File: src/rtl/lkvc_pkg.sv
// Shared constants, types and operation codes of the LRU key-value cache.
package lkvc_pkg;

  localparam int MAX_ENTRIES = 16;
  localparam int KEY_BITS    = 32;
  localparam int VALUE_BITS  = 32;

  localparam int IDX_W = (MAX_ENTRIES > 1) ? $clog2(MAX_ENTRIES) : 1;
  localparam int CNT_W = $clog2(MAX_ENTRIES + 1);
  localparam int CAP_W = 5;

  localparam int CAP_MAX   = (MAX_ENTRIES < 31) ? MAX_ENTRIES : 31;
  localparam int CAP_RESET = (MAX_ENTRIES < 16) ? MAX_ENTRIES : 16;

  localparam logic OP_GET = 1'b0;
  localparam logic OP_PUT = 1'b1;

  typedef struct packed {
    logic                         operation;
    logic signed [KEY_BITS-1:0]   lookup_key;
    logic signed [VALUE_BITS-1:0] write_value;
  } cmd_t;

  typedef struct packed {
    logic                         hit;
    logic signed [VALUE_BITS-1:0] read_value;
  } result_t;

  typedef struct packed {
    logic [KEY_BITS-1:0]   key;
    logic [VALUE_BITS-1:0] value;
    logic [IDX_W-1:0]      rank;
  } entry_t;

endpackage

File: src/rtl/lkvc_entry_ram.sv
// Entry store: one read port and one write port, registered read data.
module lkvc_entry_ram (
  input  logic                      clk,
  input  logic                      rd_en,
  input  logic [lkvc_pkg::IDX_W-1:0] rd_addr,
  output lkvc_pkg::entry_t          rd_data,
  input  logic                      wr_en,
  input  logic [lkvc_pkg::IDX_W-1:0] wr_addr,
  input  lkvc_pkg::entry_t          wr_data
);

  lkvc_pkg::entry_t mem [lkvc_pkg::MAX_ENTRIES];

  always_ff @(posedge clk) begin
    if (wr_en) begin
      mem[wr_addr] <= wr_data;
    end
    if (rd_en) begin
      rd_data <= mem[rd_addr];
    end
  end

endmodule

File: src/rtl/lru_key_value_cache.sv
// Top level of the fully associative key-value cache with LRU replacement.
//
// A command word is taken when start is high and busy is low. Each command
// gives exactly one result word, shown on result for the single cycle in
// which done is high; the receiver cannot stall it, so it must take it then.
// Entries live in one memory that is swept once to find the key and the least
// recent entry, then, unless a get misses, swept again to update recency ranks,
// one entry a cycle through the memory's read port. The capacity register is
// written through cfg_write and cfg_data and only takes effect while the cache
// is empty.
module lru_key_value_cache (
  input  logic                       clk,
  input  logic                       rst,
  input  logic                       start,
  output logic                       busy,
  input  lkvc_pkg::cmd_t             cmd,
  output logic                       done,
  output lkvc_pkg::result_t          result,
  input  logic                       cfg_write,
  input  logic [lkvc_pkg::CAP_W-1:0] cfg_data
);

  localparam int IDX_W = lkvc_pkg::IDX_W;
  localparam int CNT_W = lkvc_pkg::CNT_W;
  localparam int CAP_W = lkvc_pkg::CAP_W;
  localparam int NE    = lkvc_pkg::MAX_ENTRIES;

  localparam logic [CNT_W-1:0] ADDR_END  = CNT_W'(NE);
  localparam logic [IDX_W-1:0] LAST_SLOT = IDX_W'(NE - 1);

  typedef enum logic [1:0] {
    IDLE,
    SCAN,
    DECIDE,
    UPDATE
  } state_t;

  state_t                       state;
  logic [CNT_W-1:0]             addr;
  logic                         q_vld;
  logic [IDX_W-1:0]             q_slot;
  logic [NE-1:0]                valid;
  logic [CNT_W-1:0]             occupancy;
  logic [CAP_W-1:0]             capacity;
  lkvc_pkg::cmd_t               item;
  logic                         found;
  logic [IDX_W-1:0]             found_slot;
  logic [IDX_W-1:0]             found_rank;
  logic [lkvc_pkg::VALUE_BITS-1:0] found_value;
  logic [IDX_W-1:0]             lru_slot;
  logic [IDX_W-1:0]             target;
  lkvc_pkg::entry_t             tgt_word;
  logic [IDX_W-1:0]             thresh;
  logic                         incr_all;

  logic                         rd_en;
  logic [IDX_W-1:0]             rd_addr;
  lkvc_pkg::entry_t             q;
  logic                         wr_en;
  lkvc_pkg::entry_t             wr_data;
  logic                         accept;
  logic                         full;
  logic [NE-1:0]                avail;
  logic [IDX_W-1:0]             free_slot;
  logic                         q_match;
  logic [CAP_W-1:0]             cap_next;

  lkvc_entry_ram u_ram (
    .clk     (clk),
    .rd_en   (rd_en),
    .rd_addr (rd_addr),
    .rd_data (q),
    .wr_en   (wr_en),
    .wr_addr (q_slot),
    .wr_data (wr_data)
  );

  assign busy   = (state != IDLE);
  assign accept = start && (state == IDLE);

  always_comb begin
    rd_en   = accept || (((state == SCAN) || (state == UPDATE)) && (addr != ADDR_END));
    rd_addr = (state == IDLE) ? '0 : addr[IDX_W-1:0];
  end

  assign q_match = valid[q_slot] && (q.key == item.lookup_key);
  assign full    = (occupancy != '0) && (32'(occupancy) >= 32'(capacity));

  always_comb begin
    avail = ~valid;
    if (full) begin
      avail[lru_slot] = 1'b1;
    end
    free_slot = '0;
    for (int i = NE - 1; i >= 0; i--) begin
      if (avail[i]) begin
        free_slot = IDX_W'(i);
      end
    end
  end

  always_comb begin
    wr_en   = (state == UPDATE) && q_vld;
    wr_data = q;
    if (q_slot == target) begin
      wr_data = tgt_word;
    end else if (valid[q_slot] && (incr_all || (q.rank < thresh))) begin
      wr_data.rank = q.rank + IDX_W'(1);
    end
  end

  always_comb begin
    if (cfg_data == '0) begin
      cap_next = CAP_W'(1);
    end else if (32'(cfg_data) > 32'(lkvc_pkg::CAP_MAX)) begin
      cap_next = CAP_W'(lkvc_pkg::CAP_MAX);
    end else begin
      cap_next = cfg_data;
    end
  end

  always_ff @(posedge clk) begin
    if (rst) begin
      state     <= IDLE;
      addr      <= '0;
      q_vld     <= 1'b0;
      valid     <= '0;
      occupancy <= '0;
      capacity  <= CAP_W'(lkvc_pkg::CAP_RESET);
      done      <= 1'b0;
    end else begin
      done   <= 1'b0;
      q_vld  <= rd_en;
      q_slot <= rd_addr;
      if (cfg_write && (occupancy == '0)) begin
        capacity <= cap_next;
      end
      unique case (state)
        IDLE: begin
          if (start) begin
            item  <= cmd;
            found <= 1'b0;
            addr  <= CNT_W'(1);
            state <= SCAN;
          end
        end
        SCAN: begin
          if (rd_en) begin
            addr <= addr + CNT_W'(1);
          end
          if (q_vld) begin
            if (q_match && !found) begin
              found       <= 1'b1;
              found_slot  <= q_slot;
              found_rank  <= q.rank;
              found_value <= q.value;
            end
            if (valid[q_slot] && (CNT_W'(q.rank) == occupancy - CNT_W'(1))) begin
              lru_slot <= q_slot;
            end
            if (q_slot == LAST_SLOT) begin
              state <= DECIDE;
            end
          end
        end
        DECIDE: begin
          done              <= 1'b1;
          result.hit        <= found;
          result.read_value <= '1;
          addr              <= '0;
          tgt_word.key      <= item.lookup_key;
          tgt_word.rank     <= '0;
          if (found) begin
            target   <= found_slot;
            thresh   <= found_rank;
            incr_all <= 1'b0;
            state    <= UPDATE;
            if (item.operation == lkvc_pkg::OP_GET) begin
              result.read_value <= found_value;
              tgt_word.value    <= found_value;
            end else begin
              tgt_word.value <= item.write_value;
            end
          end else if (item.operation == lkvc_pkg::OP_PUT) begin
            target         <= free_slot;
            thresh         <= '0;
            incr_all       <= 1'b1;
            tgt_word.value <= item.write_value;
            state          <= UPDATE;
            if (full) begin
              valid[lru_slot] <= 1'b0;
            end else begin
              occupancy <= occupancy + CNT_W'(1);
            end
            valid[free_slot] <= 1'b1;
          end else begin
            state <= IDLE;
          end
        end
        UPDATE: begin
          if (rd_en) begin
            addr <= addr + CNT_W'(1);
          end
          if (q_vld && (q_slot == LAST_SLOT)) begin
            addr  <= '0;
            state <= IDLE;
          end
        end
        default: begin
          state <= IDLE;
        end
      endcase
    end
  end

endmodule

File: config.mk
export PLATFORM = sky130hd
export DESIGN_NAME = lru_key_value_cache
export DESIGN_NICKNAME = d
export VERILOG_FILES = /design/src/rtl/lkvc_pkg.sv /design/src/rtl/lkvc_entry_ram.sv /design/src/rtl/lru_key_value_cache.sv
export SDC_FILE = /design/constraint.sdc
export NUM_CORES = 2
export LEC_CHECK = 0
export ABC_CLOCK_PERIOD_IN_PS = 21600
export BUFFER_PORTS_ARGS = -buffer_cell sky130_fd_sc_hd__clkbuf_2
export CAP_MARGIN = 10
export CORE_UTILIZATION = 50
export DETAILED_ROUTE_END_ITERATION = 7
export PLACE_DENSITY = 0.64
export SYNTH_ARGS = -nofsm -noshare
export SYNTH_HDL_FRONTEND = slang
export SYNTH_SLANG_ARGS = --single-unit
File: constraint.sdc
create_clock -name clk -period 21.6 [get_ports clk]
set_input_delay 4.32 -clock clk [delete_from_list [all_inputs] [get_ports clk]]
set_output_delay 4.32 -clock clk [all_outputs]
set_load 0.02 [all_outputs]
---- Yosys cells after proc, flatten, opt, wreduce, memory -nomap -nowiden ----
Memories as Yosys holds them, arrays and structs flattened. A register that Yosys moved wholly into a read port is not among the register bits.
Cells that the tools add are included.
cells by class
  add/sub/neg operators ................... 4
  order comparisons ....................... 8
  equal/unequal tests ..................... 13
  muxes and demuxes ....................... 60
  bitwise operators ....................... 8
  reduce and logical (&&, ||, !) cells .... 33
operator list
  operator               number
  $mux W16               6
  $mux W32               3
  $mux W4                23
  $mux W64               1
  $eq A32 B32 Y1         1
  $not A16 Y16           2
  $or A16 B16 Y16        2
  $mux W5                5
  $pmux W5 S4            1
  $and A16 B16 Y16       1
  $reduce_and A4 Y1      4
  $lt A4 B5 Y1 const B   3
  $logic_and A1 B1 Y1    12
  $mux W2                6
  $add A5 B1 Y5 const B  2
  $logic_not A5 Y1       2
  $mux W1                10
  $reduce_and A3 Y1      3
  $demux W1 S4           2
  $ge A4 B1 Y1 const B   2
  $pmux W2 S4            1
  $ne A2 B1 Y1 const B   3
  $reduce_bool A2 Y1     3
  $eq A4 B5 Y1           1
  21 further kinds       27
word-level totals
  register bits after elaboration ......... 255
  bits in writable memories ............... 1088
  input bits .............................. 74
  output and inout bits ................... 35
  logic and storage cells ................. 150
  memories ................................ 1
memories
  memory     depth  bits a word  read ports  clocked after Yosys merged registers in  write ports  line                  RTL
  u_ram.mem  16     68           1           1                                        1            lkvc_entry_ram.sv:12  lkvc_pkg::entry_t mem [lkvc_pkg::MAX_ENTRIES];

---- Longest topological paths before layout ----
  depth in word-level cells ............... 27
  gate-level depth with buffers ........... 14
  gate-level depth less buffers ........... 10

---- Cells and area by module ----
A second synthesis with hierarchy kept.
unflattened totals
  cells, all modules ...................... 2520
  area total of the unflattened synthesis .. 53846.6 um2
by module, submodules not included
  module               instances  cells each  area an instance (um2)  seq. area each (um2)
  lkvc_entry_ram       1          1750        42663.4                 34713.3
  lru_key_value_cache  1          770         11183.2                 7307.0

---- Least setup slack after synthesis ----
Ideal clock, no wire load.
  kind .................................... input-to-reg
  start point ............................. input port rst
  end point ............................... register incr_all (enable)
  library setup time ...................... 0.445 ns
  data arrival time ....................... 11.395 ns
  required time ........................... 21.155 ns
  setup slack ............................. 9.760 ns
  stages on the path ...................... 3
  path buffers ............................ 1
  cells stage by stage .................... clkbuf_1 nor3b_1 nor2b_1
on the way
  word-level cells in the longest chain between the ends .. 2
RTL lines
  what                         line                        RTL
  start, declared              lru_key_value_cache.sv:13   input logic rst,
  $not A1 Y1 (no line)         n/a
  $reduce_and A3 Y1 (no line)  n/a
  end signal, assigned         lru_key_value_cache.sv:176  incr_all <= 1'b0;
  end signal, assigned         lru_key_value_cache.sv:187  incr_all <= 1'b1;
  end, declared                lru_key_value_cache.sv:54   logic incr_all;
Every way passes these cells.
A chain may end at the register's enable or synchronous reset.

---- Worst setup path in the final report ----
  start point ............................. input port start
  end point ............................... register addr[4]
on the way
  word-level cells in the longest chain between the ends .. 5
  elaborated cells on any way between the ends .. 6
  classes of those cells .................. eq/ne (1); mux (3); reduce/logical (2)
RTL lines
  what                   line                        RTL
  start, declared        lru_key_value_cache.sv:14   input logic start,
  $logic_and A1 B1 Y1 *  lru_key_value_cache.sv:79   assign accept = start && (state == IDLE);
  $logic_or A1 B1 Y1 *   lru_key_value_cache.sv:82   rd_en = accept || (((state == SCAN) || (state == UPDATE)) && (addr != ADDR_END));
  named net rd_en        lru_key_value_cache.sv:56   logic rd_en;
  $mux W5 *              n/a
  $mux W5                n/a
  $pmux W5 S4 *          n/a
  end signal, assigned   lru_key_value_cache.sv:149  addr <= addr + CNT_W'(1);
  end signal, assigned   lru_key_value_cache.sv:202  addr <= addr + CNT_W'(1);
  end, declared          lru_key_value_cache.sv:39   logic [CNT_W-1:0] addr;
The timed path passes the listed nets; every way through them passes the cells marked *.

==> results by stage <==
Place:
- The number of buffers added on ports is around 110.
- Detailed placement ended at an HPWL of around 66000 um.
- Once placement completed, the tool counted placed cells totaling 4720.
- At the end of routability-driven placement, the weighted congestion stood at 0.814.

STA:
- The portion of the clock cycle consumed by the worst path in the final layout is between 20% and 30%.
- The time the final worst path needs with I/O delays and setup is 6.46 ns.
- The setup-violating endpoint count in the final report is 0.
- The count of final hold-check violations came to 0.
- For the pin with the worst max-slew slack, the measured transition is between 1 and 1.5 ns.
- For the final database, setup skew stands at 0.0233 ns.
- Based on the critical path, the design can be clocked at up to 155 MHz.
- After routing, the total negative slack on setup checks comes to 0 ns.
- Setup repair after global routing left no endpoint under its margin.
- The worst pin sits at a relative slew slack of 20.6%.
- The final-report max-slew violation count is 0.

Power and ir drop:
- The total internal power is 0.00474 W.
- The clock network accounts for between 30% and 40% of the total power.
- The ratio of total power to cell area is 99.5 mW/mm^2.
- For this design the static power due to leakage is 19.7 nW.
- In this run the power spent charging and discharging nets is approximately 0.0015 W.
- The maximum vdd drop is about 0.08 mV.
- The share of total power dissipated in sequential elements is 52.6%.
- The design draws between 0.006 and 0.007 W.
- The fraction of power spent switching nets is 23.4%.
- Combinational logic burns 9.8% of the power.

Cells and area:
- The final core utilization is a little under three fifths.
- Once layout is complete, the cells apart from fillers number 4974.
- The sequential cell area is 0.0420 sq mm.
- The footprint of the multi-input gates is approximately 0.013 sq mm.
- The final layout contains 3479 nets.
- The synthesis-to-layout area growth is 12.0%.
- The diode insertion count for antenna repair is 0.
- The filler cells instantiated in the layout total just over 8000.
- The share of cells above drive strength 1 is 17.3%.

Floorplan:
- The initial core utilization is 50.8%.
- The die is 335 um wide.
- The floorplan die area is 0.112 sq mm.
- The area of the core region is 0.109 sq mm.
- The floorplan step set the die height to roughly 340 um.
- The number of rows in the core area is 121.
- During I/O placement, the number of pins put on the boundary was 109.

Critical path:
- The nature of the critical path endpoint is a flip-flop.
- Counting cells, the worst reg-to-reg path comes to 6.
- The largest fanout on the critical path is 41.
- The launch point of the worst path is start.
- The critical path arrival is 7.11 ns.
- Following the worst setup path forward leads to its endpoint at addr[4]$_SDFFE_PP0N_.
- The kind of launch point of the worst setup path is an input port.
- The end of the worst register-to-register path is u_ram.rd_data[23]$_DFFE_PN_.
- The setup path with the least slack is of type input port to flip-flop.
- The register-to-register path setup slack is about 17 ns.
- Data on the critical path is required at its endpoint by 22.25 ns.
- The startpoint identified for the worst register-to-register timing path is addr[0]$_SDFFE_PP0N_.

Detailed routing:
- The first routing iteration left 2945 violations.
- Using the TritonRoute via totals, the vias-per-cell ratio works out to about 6.0.
- The number of vias after detailed routing is 30000.
- The number of routed nets with antenna violations is 0.
- After detailed routing, the number of remaining DRC violations is 0.
- Dividing the detail-routed wire length by the instance count gives 26.4 um.
- Summed over all layers, the routed wires come to about 130000 um.
- The pre-antenna-repair detailed-routing pass consisted of 5 iterations.

Synth:
- Counting instances in the post-synthesis netlist gives the leading cell types as sky130_fd_sc_hd__edfxtp_1 (1376), sky130_fd_sc_hd__nand2_1 (310), sky130_fd_sc_hd__mux2i_1 (273), sky130_fd_sc_hd__clkbuf_1 (162), sky130_fd_sc_hd__nor2b_1 (145).
- The area share of the largest cell type after synthesis is 74.4%.
- The flop and latch count out of synthesis is 1411.
- The most instantiated flip-flop cell in the synthesis netlist is sky130_fd_sc_hd__edfxtp_1.
- The cell accounting for the most synthesized area is sky130_fd_sc_hd__edfxtp_1.
- In the synthesized netlist the async set-or-reset flop fraction comes to 0%.
- Counting flops with a built-in enable in the synthesized netlist gives 1376.
- During synthesis, Yosys emitted a total of 0 warnings.
- After synthesis, the mean cell area works out to 17.0 sq um.
- In this run the cell area of the synthesized design comes to 0.0556 sq mm.
- Of the synthesized area, sequential elements account for 75.6%.
- By area the synthesized netlist is led by sky130_fd_sc_hd__edfxtp_1 (74%), sky130_fd_sc_hd__mux2i_1 (4.9%), sky130_fd_sc_hd__mux4_2 (3.0%).
- Synthesis produced a netlist with a net count of 3360.
- The synthesized instance count is 3272.
- The most repeated cell in the gate-level netlist after synthesis is sky130_fd_sc_hd__edfxtp_1.
- The unique cell type count in the Yosys netlist is 61.

Clock network:
- The buffers inserted during post-CTS setup optimization is 0.
- The count of clock tree sinks is 1411.
- Clock latency on the worst-skew pair, taken at its later pin, is 0.74 ns.
- The clock edge transition at the registers on the reported setup and hold paths is 0.06 ns.
- CTS placed an instance of sky130_fd_sc_hd__clkbuf_16 at the clock tree root.
- The count of H-tree levels built during CTS is 4.
- In this run, post-CTS hold repair placed 0 buffers.
- The CTS tree is yes.
- The maximum clock path buffer count is 3.
- The number of resized instances in the post-cts repair step is 0.
- The number of buffers created by CTS is 145.

Global route:
- The number of global-route vias before repair is 30600.
- The pin count of the biggest net entering global routing is 171.
- The number of antenna violations at the first check in global routing was 1.
- Global routing consumed, over all layers together, 23.7% of the routing resources.
- The global-route wire length before repair is 195000 um.
- After global routing the overflow that remains totals 0.

Hold path:
- The class of the worst hold path is flip-flop to flip-flop.

Run status:
- The run finished with clean final reports.

Job:
- The max capacitance violation total is 0.
## metrics by stage
| step | hold slack [ns] | worst slack, ns | cell area (sq um) |
|---|---|---|---|
| final | 0.439 | 15.14 | 62200 |
| after floorplan | 0.422 | 9.76 | 55600 |
| after global placement | 0.426 | 14.39 | 57800 |
| after global routing | 0.451 | 15.00 | 62200 |
| after detailed placement | 0.432 | 14.40 | 57800 |
| after CTS | 0.444 | 15.19 | 62200 |
## worst max-delay path: stages
cell and delay (ns):
sky130_fd_sc_hd__clkbuf_2 0.10, sky130_fd_sc_hd__nand2_1 0.16, sky130_fd_sc_hd__and2_0 0.33, sky130_fd_sc_hd__clkinv_2 0.81, sky130_fd_sc_hd__buf_4 0.69, sky130_fd_sc_hd__nand4_1 0.24, sky130_fd_sc_hd__nor2b_1 0.16, sky130_fd_sc_hd__o21ai_0 0.10
sky130_fd_sc_hd__a21oi_1 0.13
## cell usage in the layout, fill, tap and decap left out, drive strengths merged, types with 62 or more instances in the layout
cell	instances
a21oi	88
a311oi	137
clkbuf	290
buf	62
a211oi	140
mux2	98
mux4	73
nor3	82
nor2b	145
edfxtp	1376
nand2	310
mux2i	273
## per-layer routing
metal | part of all wire [%] | vias up | global-route usage [%] | wire length (um)
met5 | 0 | - | 0 | 0
met1 | 41 | 15500 | 31.7 | 53800
met2 | 50 | 1137 | 39.6 | 65300
met3 | 6.5 | 273 | 3.47 | 8480
li1 | - | 13100 | - | -
met4 | 3.0 | 0 | 8.23 | 3890
## state kept, by name, indices dropped and copies added, names as in the netlist
register	flops
q_vld	1
addr	5
incr_all	1
found_value	32
thresh	4
target	4
q_slot	4
u_ram.mem	1088
state	2
found_rank	4
occupancy	5
result	33
u_ram.rd_data	68
item	65
tgt_word	64
found	1
lru_slot	4
capacity	5
valid	16
done	1
found_slot	4
## how the worst min path moves through the flow
stage | start | end | slack [ns] | cells past startpoint
2_1_floorplan | u_ram.rd_data[4]$_DFFE_PN_ | found_value[0]$_DFFE_PP_ | 0.42 | 0
3_3_place_gp | u_ram.rd_data[15]$_DFFE_PN_ | found_value[11]$_DFFE_PP_ | 0.43 | 0
3_5_place_dp | u_ram.rd_data[15]$_DFFE_PN_ | found_value[11]$_DFFE_PP_ | 0.43 | 0
4_1_cts | u_ram.rd_data[31]$_DFFE_PN_ | found_value[27]$_DFFE_PP_ | 0.44 | 0
5_1_grt | u_ram.rd_data[31]$_DFFE_PN_ | found_value[27]$_DFFE_PP_ | 0.45 | 0
6_report | u_ram.rd_data[31]$_DFFE_PN_ | found_value[27]$_DFFE_PP_ | 0.44 | 0
## power by group through the flow
stage	clock network (W)	registers (W)	logic [W]
6_report	0.00232	0.00326	0.000610
3_5_place_dp	0	0.00331	0.000608
4_1_cts	0.00236	0.00326	0.000610
5_1_grt	0.00247	0.00326	0.000663
2_1_floorplan	0	0.00329	0.000436
3_3_place_gp	0	0.00331	0.000576
## cells by family after synthesis
kind of cell | after synthesis | synth area share (%)
XOR/XNOR | 49 | 0.773
flip-flops | 1411 | 75.6
AO/OA/AOI/OAI | 432 | 5.74
buffers and inverters | 221 | 1.55
AND/OR/NAND/NOR | 701 | 6.11
multiplexers | 444 | 9.86
adder cells (fa/ha/maj) | 14 | 0.315
## area by class of cell
| cell class | count | area share [%] |
|---|---|---|
| sequential | 1411 | 67.6 |
| multi-input combinational | 1640 | 20.6 |
| clock buffer | 182 | 6.17 |
| tap | 1476 | 2.97 |
| timing repair buffer | 170 | 1.66 |
| clock inverter | 72 | 0.851 |
| inverter | 23 | 0.157 |
No activity file was read; power rests on OpenSTA's default activity.
